==> src/design/dstt_pkg.sv <==
// ----------------------------------------------------------------------------
// dstt_pkg
// Shared types and constants of the debounced speed trap timer.
// ----------------------------------------------------------------------------
`default_nettype none

package dstt_pkg;

  // Configuration register indexes
  localparam logic [2:0] REG_DEBOUNCE  = 3'd0;
  localparam logic [2:0] REG_TIMEOUT   = 3'd1;
  localparam logic [2:0] REG_DISTANCE  = 3'd2;
  localparam logic [2:0] REG_MIN_SPEED = 3'd3;
  localparam logic [2:0] REG_MAX_SPEED = 3'd4;

  // Divider geometry: distance_mm * 360 fits in 21 bits
  localparam int DIVIDEND_W = 21;
  localparam int DIVISOR_W  = 16;
  localparam int STEP_CNT_W = 5;

  typedef struct packed {
    logic [7:0]  debounce_ms;
    logic [15:0] timeout_ms;
    logic [11:0] distance_mm;
    logic [15:0] min_speed_centi;
    logic [15:0] max_speed_centi;
  } dstt_cfg_t;

  // One debouncer's state
  typedef struct packed {
    logic       last_raw;
    logic       stable;
    logic [7:0] ticks;
  } deb_t;

  // One result word
  typedef struct packed {
    logic [3:0]  press_count;
    logic        warning_led;
    logic        running;
    logic        speed_valid;
    logic [15:0] speed_centi;
    logic [15:0] elapsed_report;
    logic        timed_out;
    logic        stray_stop;
  } dstt_result_t;

  // Debouncer advance for one tick
  function automatic deb_t deb_step(input logic raw, input deb_t cur, input logic [7:0] limit);
    deb_t nxt;
    nxt = cur;
    if (raw != cur.last_raw) begin
      nxt.ticks = 8'd0;
    end else if (cur.ticks != 8'hFF) begin
      nxt.ticks = cur.ticks + 8'd1;
    end
    if ((nxt.ticks > limit) && (raw != cur.stable)) begin
      nxt.stable = raw;
    end
    nxt.last_raw = raw;
    return nxt;
  endfunction

endpackage

`default_nettype wire

==> src/design/dstt_ctrl.sv <==
// ----------------------------------------------------------------------------
// dstt_ctrl
// Button debouncers and run state; forms the result of one tick.
// ----------------------------------------------------------------------------
`default_nettype none

module dstt_ctrl
  import dstt_pkg::*;
(
  input  wire logic         clk,
  input  wire logic         rst,
  input  wire logic         tick,       // commit strobe: one accepted word
  input  wire logic         raw_start,
  input  wire logic         raw_stop,
  input  wire dstt_cfg_t    cfg,
  output dstt_result_t      result,     // valid alongside tick
  output logic              div_req     // speed needs a division
);

  deb_t        start_deb, start_deb_next;
  deb_t        stop_deb, stop_deb_next;
  logic        active, active_next;
  logic [15:0] elapsed, elapsed_next;
  logic [3:0]  presses, presses_next;
  logic        warning, warning_next;
  logic        start_press, stop_press;

  // Next state and result of this tick
  always_comb begin
    elapsed_next = elapsed;
    if (active && (elapsed != 16'hFFFF)) begin
      elapsed_next = elapsed + 16'd1;
    end
    start_deb_next = deb_step(raw_start, start_deb, cfg.debounce_ms);
    stop_deb_next  = deb_step(raw_stop, stop_deb, cfg.debounce_ms);
    start_press = (start_deb_next.stable != start_deb.stable) && !start_deb_next.stable;
    stop_press  = (stop_deb_next.stable != stop_deb.stable) && !stop_deb_next.stable;

    active_next  = active;
    presses_next = presses;
    warning_next = warning;
    result       = '0;
    div_req      = 1'b0;

    // start button
    if (start_press) begin
      warning_next = 1'b0;
      presses_next = presses + 4'd1;
      if (!active) begin
        elapsed_next = 16'd0;
        active_next  = 1'b1;
      end
    end

    // timeout
    if (active_next && (elapsed_next >= cfg.timeout_ms)) begin
      active_next           = 1'b0;
      warning_next          = 1'b1;
      result.speed_valid    = 1'b1;
      result.timed_out      = 1'b1;
      result.speed_centi    = cfg.min_speed_centi;
      result.elapsed_report = cfg.timeout_ms;
    end

    // stop button
    if (stop_press) begin
      if (active_next) begin
        active_next           = 1'b0;
        result.speed_valid    = 1'b1;
        result.elapsed_report = elapsed_next;
        if (elapsed_next == 16'd0) begin
          result.speed_centi = cfg.max_speed_centi;
        end else begin
          result.speed_centi = 16'd0;
          div_req            = 1'b1;
        end
      end else begin
        warning_next      = 1'b1;
        result.stray_stop = 1'b1;
      end
    end

    result.press_count = presses_next;
    result.warning_led = warning_next;
    result.running     = active_next;
  end

  // State registers
  always_ff @(posedge clk) begin
    if (rst) begin
      start_deb <= '{last_raw: 1'b1, stable: 1'b1, ticks: 8'hFF};
      stop_deb  <= '{last_raw: 1'b1, stable: 1'b1, ticks: 8'hFF};
      active    <= 1'b0;
      elapsed   <= 16'd0;
      presses   <= 4'd0;
      warning   <= 1'b0;
    end else if (tick) begin
      start_deb <= start_deb_next;
      stop_deb  <= stop_deb_next;
      active    <= active_next;
      elapsed   <= elapsed_next;
      presses   <= presses_next;
      warning   <= warning_next;
    end
  end

endmodule

`default_nettype wire

==> src/design/dstt_div.sv <==
// ----------------------------------------------------------------------------
// dstt_div
// Restoring divider, one quotient bit per cycle.
// ----------------------------------------------------------------------------
`default_nettype none

module dstt_div
  import dstt_pkg::*;
(
  input  wire logic                  clk,
  input  wire logic                  rst,
  input  wire logic                  start,
  input  wire logic [DIVIDEND_W-1:0] dividend,
  input  wire logic [DIVISOR_W-1:0]  divisor,
  output logic                       busy,
  output logic                       done,      // one-cycle pulse, quotient ready
  output logic [DIVIDEND_W-1:0]      quotient
);

  logic [DIVISOR_W-1:0]  rem;
  logic [DIVISOR_W-1:0]  dsr;
  logic [STEP_CNT_W-1:0] cnt;
  logic [DIVISOR_W:0]    shifted;
  logic [DIVISOR_W:0]    diff;
  logic                  fits;

  // Trial subtract
  always_comb begin
    shifted = {rem, quotient[DIVIDEND_W-1]};
    diff    = shifted - {1'b0, dsr};
    fits    = shifted >= {1'b0, dsr};
  end

  // Control
  always_ff @(posedge clk) begin
    if (rst) begin
      busy <= 1'b0;
      done <= 1'b0;
      cnt  <= '0;
    end else begin
      done <= 1'b0;
      if (start) begin
        busy <= 1'b1;
        cnt  <= STEP_CNT_W'(DIVIDEND_W);
      end else if (busy) begin
        cnt <= cnt - STEP_CNT_W'(1);
        if (cnt == STEP_CNT_W'(1)) begin
          busy <= 1'b0;
          done <= 1'b1;
        end
      end
    end
  end

  // Datapath
  always_ff @(posedge clk) begin
    if (start) begin
      quotient <= dividend;
      rem      <= '0;
      dsr      <= divisor;
    end else if (busy) begin
      quotient <= {quotient[DIVIDEND_W-2:0], fits};
      rem      <= fits ? diff[DIVISOR_W-1:0] : shifted[DIVISOR_W-1:0];
    end
  end

endmodule

`default_nettype wire

==> src/design/debounced_speed_trap_timer.sv <==
// ----------------------------------------------------------------------------
// debounced_speed_trap_timer
// Two-button speed timer with debounce; one result word per tick word.
// ----------------------------------------------------------------------------
//  channel   | signals                           | carries
//  s_*       | tvalid tready tdata[7:0]          | one millisecond tick
//  m_*       | tvalid tready tdata[39:0] tuser   | one result per tick
//  cfg_*     | valid ready index[2:0] data[15:0] | register write
//
//  A tick goes from idle to the emit step, by way of the divide step when a stop
//  press needs the speed worked out: the divider retires one quotient bit per
//  cycle over 21 bits. s_tready is high only while the sequencer is idle.
//  A finished word waits in the output register; a stalled m_tready holds the
//  sequencer before its emit step. Reset is synchronous and restores the
//  default register values.
// ----------------------------------------------------------------------------
`default_nettype none

module debounced_speed_trap_timer
  import dstt_pkg::*;
(
  input  wire logic        clk,
  input  wire logic        rst,
  input  wire logic        s_tvalid,
  output logic             s_tready,
  input  wire logic [7:0]  s_tdata,   // [0] raw_start, [1] raw_stop
  output logic             m_tvalid,
  input  wire logic        m_tready,
  // [3:0] press_count, [4] warning_led, [5] running, [21:6] speed_centi,
  // [37:22] elapsed_report
  output logic [39:0]      m_tdata,
  output logic [2:0]       m_tuser,   // [0] speed_valid, [1] timed_out, [2] stray_stop
  input  wire logic        cfg_valid,
  output logic             cfg_ready,
  input  wire logic [2:0]  cfg_index,
  input  wire logic [15:0] cfg_data
);

  typedef enum logic [2:0] {
    ST_IDLE = 3'b001,
    ST_DIV  = 3'b010,
    ST_EMIT = 3'b100
  } state_t;

  state_t                  state, state_next;
  dstt_cfg_t               cfg;
  dstt_result_t            tick_res;
  dstt_result_t            res;
  logic                    accept;
  logic                    div_req;
  logic                    div_start;
  logic                    div_busy;
  logic                    div_done;
  logic [DIVIDEND_W-1:0]   dividend;
  logic [DIVIDEND_W-1:0]   quotient;
  logic [15:0]             speed_capped;
  logic                    out_free;

  assign accept    = s_tvalid && s_tready;
  assign s_tready  = (state == ST_IDLE);
  assign cfg_ready = 1'b1;
  assign out_free  = !m_tvalid || m_tready;

  // Configuration registers
  always_ff @(posedge clk) begin
    if (rst) begin
      cfg.debounce_ms     <= 8'd25;
      cfg.timeout_ms      <= 16'd10800;
      cfg.distance_mm     <= 12'd600;
      cfg.min_speed_centi <= 16'd20;
      cfg.max_speed_centi <= 16'd1000;
    end else if (cfg_valid) begin
      case (cfg_index)
        REG_DEBOUNCE:  cfg.debounce_ms     <= cfg_data[7:0];
        REG_TIMEOUT:   cfg.timeout_ms      <= cfg_data;
        REG_DISTANCE:  cfg.distance_mm     <= cfg_data[11:0];
        REG_MIN_SPEED: cfg.min_speed_centi <= cfg_data;
        REG_MAX_SPEED: cfg.max_speed_centi <= cfg_data;
        default: ;
      endcase
    end
  end

  dstt_ctrl u_ctrl (
    .clk       (clk),
    .rst       (rst),
    .tick      (accept),
    .raw_start (s_tdata[0]),
    .raw_stop  (s_tdata[1]),
    .cfg       (cfg),
    .result    (tick_res),
    .div_req   (div_req)
  );

  // distance * 360 = distance * (256 + 64 + 32 + 8)
  always_comb begin
    dividend = (DIVIDEND_W'(cfg.distance_mm) << 8) + (DIVIDEND_W'(cfg.distance_mm) << 6)
             + (DIVIDEND_W'(cfg.distance_mm) << 5) + (DIVIDEND_W'(cfg.distance_mm) << 3);
  end

  assign div_start = accept && div_req;

  dstt_div u_div (
    .clk      (clk),
    .rst      (rst),
    .start    (div_start),
    .dividend (dividend),
    .divisor  (tick_res.elapsed_report),
    .busy     (div_busy),
    .done     (div_done),
    .quotient (quotient)
  );

  // Cap at the maximum speed
  assign speed_capped = (quotient > DIVIDEND_W'(cfg.max_speed_centi)) ?
                        cfg.max_speed_centi : quotient[15:0];

  // Sequencer
  always_comb begin
    state_next = state;
    case (state)
      ST_IDLE: if (accept) state_next = div_req ? ST_DIV : ST_EMIT;
      ST_DIV:  if (div_done) state_next = ST_EMIT;
      ST_EMIT: if (out_free) state_next = ST_IDLE;
      default: state_next = ST_IDLE;
    endcase
  end

  always_ff @(posedge clk) begin
    if (rst) begin
      state <= ST_IDLE;
    end else begin
      state <= state_next;
    end
  end

  // Pending result word
  always_ff @(posedge clk) begin
    if (accept) begin
      res <= tick_res;
    end else if ((state == ST_DIV) && div_done) begin
      res.speed_centi <= speed_capped;
    end
  end

  // Output register
  always_ff @(posedge clk) begin
    if (rst) begin
      m_tvalid <= 1'b0;
    end else if ((state == ST_EMIT) && out_free) begin
      m_tvalid <= 1'b1;
    end else if (m_tready) begin
      m_tvalid <= 1'b0;
    end
  end

  always_ff @(posedge clk) begin
    if ((state == ST_EMIT) && out_free) begin
      m_tdata <= {2'b00, res.elapsed_report, res.speed_centi, res.running,
                  res.warning_led, res.press_count};
      m_tuser <= {res.stray_stop, res.timed_out, res.speed_valid};
    end
  end

  // Checks
  a_ready_div_idle: assert property (@(posedge clk) disable iff (rst)
    s_tready |-> !div_busy)
    else $error("input ready while divider busy");

  a_done_in_div: assert property (@(posedge clk) disable iff (rst)
    div_done |-> (state == ST_DIV))
    else $error("divider finished outside the divide step");

  a_no_report_zero: assert property (@(posedge clk) disable iff (rst)
    (m_tvalid && !m_tuser[0]) |-> (m_tdata[37:6] == 32'd0))
    else $error("speed fields set without a report");

  a_speed_capped: assert property (@(posedge clk) disable iff (rst)
    (m_tvalid && m_tuser[0] && !m_tuser[1]) |-> (m_tdata[21:6] <= cfg.max_speed_centi))
    else $error("measured speed above the cap");

endmodule

`default_nettype wire
==> config.mk <==
export PLATFORM = sky130hd
export DESIGN_NAME = debounced_speed_trap_timer
export DESIGN_NICKNAME = d
export VERILOG_FILES = /design/src/design/dstt_pkg.sv /design/src/design/dstt_ctrl.sv /design/src/design/dstt_div.sv /design/src/design/debounced_speed_trap_timer.sv
export SDC_FILE = /design/constraint.sdc
export NUM_CORES = 1
export LEC_CHECK = 0
export BUFFER_PORTS_ARGS = -buffer_cell sky130_fd_sc_hd__buf_4
export CAP_MARGIN = 40
export CORE_MARGIN = 2
export CORE_UTILIZATION = 30
export CTS_BUF_LIST = sky130_fd_sc_hd__clkbuf_2 sky130_fd_sc_hd__clkbuf_4 sky130_fd_sc_hd__clkbuf_8
export DETAILED_ROUTE_END_ITERATION = 10
export REMOVE_ABC_BUFFERS = 1
export SKIP_CTS_REPAIR_TIMING = 1
export SYNTH_ARGS = -nofsm -noshare
export SYNTH_HDL_FRONTEND = slang
export SYNTH_SLANG_ARGS = --single-unit
==> constraint.sdc <==
create_clock -name clk -period 12.2 [get_ports clk]
set_input_delay 2.44 -clock clk [delete_from_list [all_inputs] [get_ports clk]]
set_output_delay 2.44 -clock clk [all_outputs]
set_load 0.01 [all_outputs]
==> results.toml, run 1 <==
[timing]
hold_viol_final = 0
period_share = 0.624
tns_ns = 0
drv_slew = 0
clock.fmax_mhz = 131
finClkSkew_ns = 0.0334
relSlewSlack = 0.425
setup_violations = 0
holdWs_ns = 0.413
tightest_slew_ns = 0.862
setup_ws_ns = 4.58
fin_crit_ns = 7.62
rsz0062_at_grt = "false"

[die]
fp.dieH_um = 218
chipWidth_um = 218
start_util = 0.303
core_um2 = 45300
fp.dieArea_um2 = 47500
ios = 78
num_rows = 78

[synthesis]
synth_edf_count = 119
synth_ff_type = "dfxtp_1"
ys_seq_area_frac = 0.460
ys_ff_latch = 256
ys_types = 71
synthArstFlopShare = 0
netlist_area_um2 = 13700
syn_inst = 1408
synth.avg_cell_area_um2 = 9.74
yosys_warnings = 0

[cts]
cts_buffers = 46
htreeDepth = 2
cts_tree = "built"
path_clk_slew_ns = 0.06
cts_sinks = 256
clockBufferDepth = 3
clockRootBuffer = "clkbuf_8"
clock_latency_ns = 0.61

[power]
p_leak_nw = 6.12
ir_drop_v = 0.0000653
power.density_nw_per_um2 = 149

[place]
pre_cts_slack_ns = 4.00
gp_congestion = 0.892
dp_hpwl_um = 24100
io_buffers = 68

[worst_setup_path]
worst-setup-path-type = "in2reg"
worstPathRequired_ns = 12.50
critPathBufInv = 4
r2r_slack_ns = 5.54
path_cells = "buf_4 > xor2_1 > nor2_1 > ha_1 > nand4_1 > or2_2 > and3_1 > o21a_1 > nor2_1 > o21bai_1 > a21oi_1 > ha_1 > nand2b_1 > a21o_1 > a211oi_1 > o21ai_0 > a31o_2 > nor3_1 > buf_4 > and3_4 > buf_12 > or2_1 > buf_16"
reg2reg_depth = 26
reg2reg_to = "u_div.quotient[3]"
critical-path-max-stage-delay_ns = 0.45
crit_fanout = 44
cp-start-kind = "primary input"
slowest_stage = "and3_4"
arrival_ns = 7.91
r2r-start = "u_ctrl.start_deb[0]"
crit_family = "simple AND/OR/NAND/NOR gates"
crit_path_end_kind = "register"

[min_path]
min_to = "m_tdata[2]"
min_path_type = "reg2reg"
hold_start = "res[39]"
holdPathStages = 0

[detailed_routing]
vias = 10500
routed_wl_um = 34300
wl_per_cell_um = 16.3
drtIter0Drc = 620
firstDrtPassIters = 7
antenna_left = 0
via_per_inst = 5.00
route.detailed.drc = 0

[grt]
antenna_found_initial = 4
grt_pass1_vias = 10100
grt.met1_usage = 0.194
grt_max_degree = 74
overflow = 0
grt-busiest-layer = "met2"
grt.met2_usage = 0.229
grt_first_pass_wirelength_um = 54800
grt_use_met3 = 0.0357
grt.total_usage = 0.146

[layout]
nNetsFinal = 1611
drive_gt1_frac = 0.139
utilization = 0.350
syn_to_final_growth_pct = 15.6

[run]
maxCapViolCount = 0

[outcome]
run_status = "finished, final reports clean"
[cells in the final DEF (no fill, tap or decap), drive strengths merged, types with 23 or more instances in the layout]
master  count
xnor2      28
inv        75
buf        84
nor2       98
o21ai      55
edfxtp    119
dfxtp     137
nand3      44
nor3       24
nand2     203
nand4      23
clkbuf     64
a21oi     108
ha         90
o211ai     24
[layer usage]
metal,wire length [µm],share of wire
met5,16,0.00047
met4,944,0.028
met3,2240,0.065
met2,15400,0.45
met1,15700,0.46
[cells by family (layout without fill, tap and decap cells)]
family,Yosys count,in the layout,synth area share
and+or+nand+nor,502,502,0.173
AOI/OAI and AO/OA,308,308,0.150
DFF,256,256,0.460
buffers and inverters,145,241,0.0444
adders and majority gates,110,110,0.111
xor gates and xnor gates,50,50,0.0319
muxes,35,35,0.0290
other,2,7,0.000547
[sequential cells by signal, summed over array words and instances (netlist names)]
signal            cells
state                 3
u_div.cnt             5
u_ctrl.presses        4
m_tdata              38
u_div.dsr            16
u_div.quotient       21
u_div.done            1
u_ctrl.warning        1
u_ctrl.start_deb     10
u_ctrl.active         1
u_ctrl.elapsed       16
m_tvalid              1
u_div.rem            16
m_tuser               3
u_ctrl.stop_deb      10
res                  41
u_div.busy            1
cfg                  68
[layout make-up]
cell class	instances	area, µm²
antenna	4	10.0
fill	4586	29400
clock inverter	20	153
multi-input combinational	1008	6820
inverter	73	274
tap	600	751
timing repair buffer	84	723
clock buffer	64	818
sequential	256	6320
[synth_stat cells (7+ instances only)]
master    number  area [µm²]
a211oi_1      19         143
a21o_1        12        90.1
a21oi_1      107         536
a22o_1        15         131
a311o_1       10         100
a31oi_1        7        43.8
a32oi_1        7        61.3
and2_1        16         100
and3_1        18         113
clkbuf_1      53         199
dfxtp_1      137        2740
edfxtp_1     119        3570
fa_1          20         400
ha_1          90        1130
inv_1         73         274
mux2_4         7         105
mux2i_1       18         180
nand2_1      203         762
nand2b_1      14        87.6
nand3_1       44         220
nand4_1       21         131
nor2_1        98         368
nor2b_1       16         100
nor3_1        24         120
o211ai_1      24         180
o21a_1         7        52.6
o21ai_0       52         260
o221a_2       10         113
or2_2          7        43.8
or3_1         11        68.8
xnor2_1       28         245
xor2_1        22         193
[worst register-to-register path, delay by kind of cell, from the launching register on]
family / cells / cell delay (ns)
AOI/OAI and AO/OA: 7 / 1.36
buffers and inverters: 3 / 0.74
adders and majority gates: 3 / 0.86
and+or+nand+nor: 12 / 2.87
xor gates and xnor gates: 1 / 0.16
DFF: 1 / 0.38
[how the worst max path moves through the flow]
stage	start	end	slack [ns]	cells after the start
2_1_floorplan	s_tdata[0]	u_div.quotient[0]	4.09	19
3_3_place_gp	s_tdata[0]	u_div.quotient[3]	3.53	21
3_5_place_dp	s_tdata[0]	u_div.quotient[3]	4.00	23
4_1_cts	s_tdata[0]	u_div.quotient[17]	4.63	23
5_1_grt	s_tdata[0]	u_div.quotient[3]	4.23	23
6_report	s_tdata[0]	u_div.quotient[3]	4.58	23
[per-stage QoR]
stage	area [µm²]	total power, W	instances
after floorplan	13400	0.00139	1337
after global placement	14700	0.00151	2015
after detailed placement	14900	0.00154	2021
after CTS	15900	0.00240	2105
after global routing	15900	0.00252	2106
final	15900	0.00237	2109
[power breakdown]
group          internal [W]  leakage (nW)  switching [W]
clock              0.000478         0.514       0.000371
combinational      0.000218          3.34       0.000296
sequential         0.000962          2.27      0.0000445
total               0.00166          6.12       0.000712
Power figures use the tool's default switching activity.
==> run 2: changes to the inputs <==
clock period = 6.8 ns   (was 12.2 ns; I/O delays follow)
==> run 2 against run 1 <==
  * Die area is the same
  * Cell count is essentially flat
  * Critical path depth is 2 lower
  * Power is 74% higher
  * Via count about the same
  * Clock power grew 66%
  * Global-route usage down 0.29 points
  * Largest power group unchanged
==> results.toml, run 2 (synthesis gave the netlist of run 1 again) <==
[detailed_routing]
via_per_inst = 5.00
routed_wl_um = 33700
antenna_left = 0
wl_per_cell_um = 16.0
firstDrtPassIters = 5
drtIter0Drc = 763
route.detailed.drc = 0
vias = 10500

[place]
io_buffers = 68
gp_congestion = 0.864
pre_cts_slack_ns = 0.369
dp_hpwl_um = 24200
placed_cells = 2027

[power]
p_sw_frac = 0.295
ir_drop_v = 0.000118
p_leak_nw = 6.11
combPwrFrac = 0.221
seq_power_share = 0.437
switchingPower_w = 0.00122
power.density_nw_per_um2 = 262
intPower_w = 0.00291
pwr-share-clk = 0.341

[layout]
layout.cells.non_filler = 2108
syn_to_final_growth_pct = 14.9
fill_cells = 4582
nNetsFinal = 1615
top_regs = "cfg x68, res x41, m_tdata x38"
final_cell_mix = "nand2_1 (203), dfxtp_1 (137), edfxtp_1 (119)"
largest_register = "cfg"
largest_register_ff_count = 68
drive_gt1_frac = 0.143
final_common_cell = "nand2_1"

[cts]
clockRootBuffer = "clkbuf_8"
path_clk_slew_ns = 0.06
clock_latency_ns = 0.55
htreeDepth = 2
cts_sinks = 256
cts_buffers = 44
clockBufferDepth = 3
cts_tree = "built"

[die]
num_rows = 78
ios = 78
start_util = 0.303
fp.dieArea_um2 = 47500
core_um2 = 45300
chipWidth_um = 218
fp.dieH_um = 218

[timing]
finClkSkew_ns = 0.0272
relSlewSlack = 0.411
hold_viol_final = 0
tightest_slew_ns = 0.884
tns_ns = 0
setup_violations = 0
drv_slew = 0
clock.fmax_mhz = 170
fin_crit_ns = 5.87
rsz0062_at_grt = "false"
setup_ws_ns = 0.932
period_share = 0.863

[min_path]
min_path_type = "reg2reg"
holdPathStages = 0
min_to = "m_tdata[24]"
hold_start = "res[4]"

[worst_setup_path]
r2r_slack_ns = 0.98
worst-setup-path-type = "in2reg"
reg2reg_to = "u_div.quotient[13]"
arrival_ns = 6.16
reg2reg_depth = 24
worstPathRequired_ns = 7.10
crit_path_end_kind = "register"
crit_fanout = 18
cp-start-kind = "primary input"
r2r-start = "u_ctrl.start_deb[0]"

[run]
maxCapViolCount = 0

[grt]
grt_max_degree = 74
antenna_found_initial = 1
grt_first_pass_wirelength_um = 54100
grt.total_usage = 0.143
grt_pass1_vias = 10100
overflow = 0

[outcome]
run_status = "finished, final reports clean"
-- run 2: cell types whose count changed in the layout (fill, tap and decap cells not counted), sizes merged --
cell / change
buf: +6
clkinv: -5
bufinv: -2
diode: -3
clkinvlp: -1
inv: -2
clkbuf: +6
-- run 2: critical path, cell delays in order --
cell and delay, ns:
buf_4 0.12, xor2_1 0.40, nor2_1 0.13, ha_1 0.32
nor2b_1 0.13, o211ai_1 0.09, a21oi_1 0.24, o21a_1 0.37
nor2_1 0.09, o21bai_1 0.19, a21oi_1 0.29, ha_1 0.29
nand2b_1 0.14, a21o_1 0.18, a211oi_1 0.20, o21ai_0 0.11
a31o_2 0.27, nor3_1 0.30, and3_4 0.27, buf_4 0.29
mux2_2 0.37
-- run 2: final cells by class --
class,count,area (µm²),area share
Multi-Input combinational cell,1008,6820,0.432
Sequential cell,256,6320,0.401
Clock buffer,70,857,0.0544
Tap cell,600,751,0.0476
Timing Repair Buffer,90,703,0.0446
Inverter,73,274,0.0174
Clock inverter,10,46.3,0.00294
Antenna cell,1,2.50,0.000159
-- run 2: layer usage --
layer / GRT usage / routed length [µm] / vias up
li1: - / - / 5188
met5: 0 / 0 / -
met1: 0.196 / 16000 / 5069
met3: 0.0245 / 1680 / 49
met4: 0.0354 / 602 / 0
met2: 0.233 / 15400 / 227
-- run 2: through the flow --
step / power [W] / hold slack, ns / util / cell area, µm²
floorplan: 0.00250 / 0.400 / - / 13400
detailed placement: 0.00275 / 0.407 / 0.328 / 14900
finish: 0.00413 / 0.414 / 0.348 / 15800
CTS: 0.00418 / 0.421 / 0.348 / 15800
global placement: 0.00272 / 0.402 / 0.327 / 14800
global route: 0.00439 / 0.428 / 0.348 / 15800
-- run 2: power groups by stage --
| stage | Combinational (W) | Clock (W) | Sequential [W] |
|---|---|---|---|
| 2_1_floorplan | 0.000686 | 0 | 0.00182 |
| 3_3_place_gp | 0.000888 | 0 | 0.00183 |
| 3_5_place_dp | 0.000910 | 0 | 0.00184 |
| 4_1_cts | 0.000916 | 0.00146 | 0.00181 |
| 5_1_grt | 0.00104 | 0.00153 | 0.00182 |
| 6_report | 0.000913 | 0.00141 | 0.00181 |
-- run 2: worst max path at each step --
stage,cells after the start,slack (ns),start,to
finish,21,0.93,s_tdata[0],u_div.quotient[13]
global placement,21,0.44,s_tdata[0],u_div.quotient[14]
global route,21,0.50,s_tdata[0],u_div.quotient[13]
detailed placement,21,0.37,s_tdata[0],u_div.quotient[13]
CTS,21,0.94,s_tdata[0],u_div.quotient[10]
floorplan,19,-0.23,s_tdata[0],u_div.quotient[0]
==> run 3: changes to the inputs <==
REMOVE_ABC_BUFFERS = not set   (was 1)
==> run 3 against run 2 <==
  * Cell area decreased by 0.11%
  * Register-to-register slack improved by 0.03 ns
  * Critical path type is now reg2reg
  * Fmax increased by 1.3%
  * Sequential power about the same
  * Cell count decreased by 0.19%
  * First-iteration DRC count decreased by 5.4%
  * Sequential share of layout area about the same
  * Highest routed layer unchanged
  * Clock skew decreased by 0.0071 ns
  * Via count decreased by 0.82%
  * Worst hold slack got worse by 0.0066 ns
  * Clock power about the same
==> results.toml, run 3 (synthesis gave the netlist of run 1 again) <==
[worst_setup_path]
critical-path-max-stage-delay_ns = 0.39
worst-setup-path-type = "reg2reg"
crit_path_end_kind = "register"
timing.critical_path.mode_cell = "ha_1"
worstPathRequired_ns = 7.12
crit_fanout = 19
path_cells = "ha_1 > and3_1 > nand3_1 > nand4_1 > xor2_1 > nor2_1 > ha_1 > nand4_1 > or2_2 > and3_1 > o211a_1 > nor2_1 > ha_1 > a21o_1 > a21o_1 > a21oi_1 > o211ai_1 > a31o_2 > nor3_1 > and3_4 > buf_4 > mux2_2"
cp-start-kind = "register"
slowest_stage = "dfxtp_1"
arrival_ns = 6.12

[layout]
multi_input_area_um2 = 6810
final_cell_mix = "nand2_1 (203), dfxtp_1 (137), edfxtp_1 (119)"
top_regs = "cfg x68, res x41, m_tdata x38"
syn_to_final_growth_pct = 14.8
drive_gt1_frac = 0.140
largest_register = "cfg"
final_common_cell = "nand2_1"
utilization = 0.348
largest_register_ff_count = 68
n_antenna_cell = 0
fill_cells = 4582
fin_area_um2 = 15700
nNetsFinal = 1613
seq_area_um2 = 6320

[power]
combPwrFrac = 0.222
power_w = 0.00415
seq_power_share = 0.436
p_sw_frac = 0.299
switchingPower_w = 0.00124
p_leak_nw = 6.08
ir_drop_v = 0.000106
power.density_nw_per_um2 = 264
intPower_w = 0.00291
pwr-share-clk = 0.343

[timing]
rsz0062_at_grt = "false"
fin_crit_ns = 5.79
tightest_slew_ns = 0.812
period_share = 0.852
hold_viol_final = 0
finClkSkew_ns = 0.0200
setup_ws_ns = 1.01
setup_violations = 0
tns_ns = 0
drv_slew = 0
clock.fmax_mhz = 173
relSlewSlack = 0.459

[grt]
grt_first_pass_wirelength_um = 54000
grt_pass1_vias = 10100
overflow = 0
antenna_found_initial = 0
grt.total_usage = 0.143
grt_max_degree = 73

[die]
start_util = 0.303
num_rows = 78
core_um2 = 45300
fp.dieH_um = 218
ios = 78
fp.dieArea_um2 = 47500
chipWidth_um = 218

[place]
io_buffers = 68
placedInstanceArea_um2 = 14900
pre_cts_slack_ns = 0.558
dp_hpwl_um = 24900
gp_congestion = 0.852

[min_path]
min_path_type = "reg2reg"

[cts]
clockRootBuffer = "clkbuf_8"
cts_sinks = 256
clock_latency_ns = 0.58
htreeDepth = 2
cts_tree = "built"
clockBufferDepth = 3
cts_buffers = 43
path_clk_slew_ns = 0.06

[detailed_routing]
route.detailed.drc = 0
antenna_left = 0
routed_wl_um = 34100
vias = 10400
drtIter0Drc = 722
firstDrtPassIters = 7
via_per_inst = 4.97
wl_per_cell_um = 16.2

[run]
maxCapViolCount = 0

[outcome]
run_status = "finished, final reports clean"
run 3: final timing paths:
kind | from | end | slack [ns] | cells past startpoint
hold reg to reg | res[24] | m_tdata[12] | 0.41 | 0
setup reg to reg | u_ctrl.start_deb[0] | u_div.quotient[14] | 1.01 | 22
hold / removal | res[24] | m_tdata[12] | 0.41 | 0
setup / recovery | u_ctrl.start_deb[0] | u_div.quotient[14] | 1.01 | 22
run 3: worst max-delay path, delay by kind of cell (launching register included):
family | cells | cell delay, ns
AOI/OAI and AO/OA | 6 | 1.23
muxes | 1 | 0.38
xor gates and xnor gates | 1 | 0.15
DFF | 1 | 0.39
and+or+nand+nor | 10 | 2.21
adders and majority gates | 3 | 0.87
buffers and inverters | 1 | 0.30
run 3: stage by stage:
step                      hold slack [ns]  instances
after global placement              0.404       2021
after global routing                0.415       2104
after detailed placement            0.405       2026
after CTS                           0.410       2104
final                               0.408       2104
after floorplan                     0.400       1409
run 3: layout make-up:
class / count / area share
inverters: 73 / 0.0174
well taps: 600 / 0.0477
flip-flops and latches: 256 / 0.401
clock buffers: 67 / 0.0514
repair buffers: 89 / 0.0446
multi-input cells: 1008 / 0.433
clock inverters: 11 / 0.00532
run 3: power groups by stage:
stage	Clock (W)	Sequential, W	Combinational (W)
after floorplan	0	0.00181	0.000705
final	0.00142	0.00181	0.000920
after global placement	0	0.00184	0.000890
after global routing	0.00153	0.00182	0.00104
after detailed placement	0	0.00184	0.000915
after CTS	0.00147	0.00181	0.000920
run 3: routing by layer:
metal	up-vias	track usage	routed length, µm
met4	0	0.0476	833
met5	-	0	0
met1	4970	0.187	15600
li1	5183	-	-
met3	51	0.0234	1710
met2	243	0.238	15900
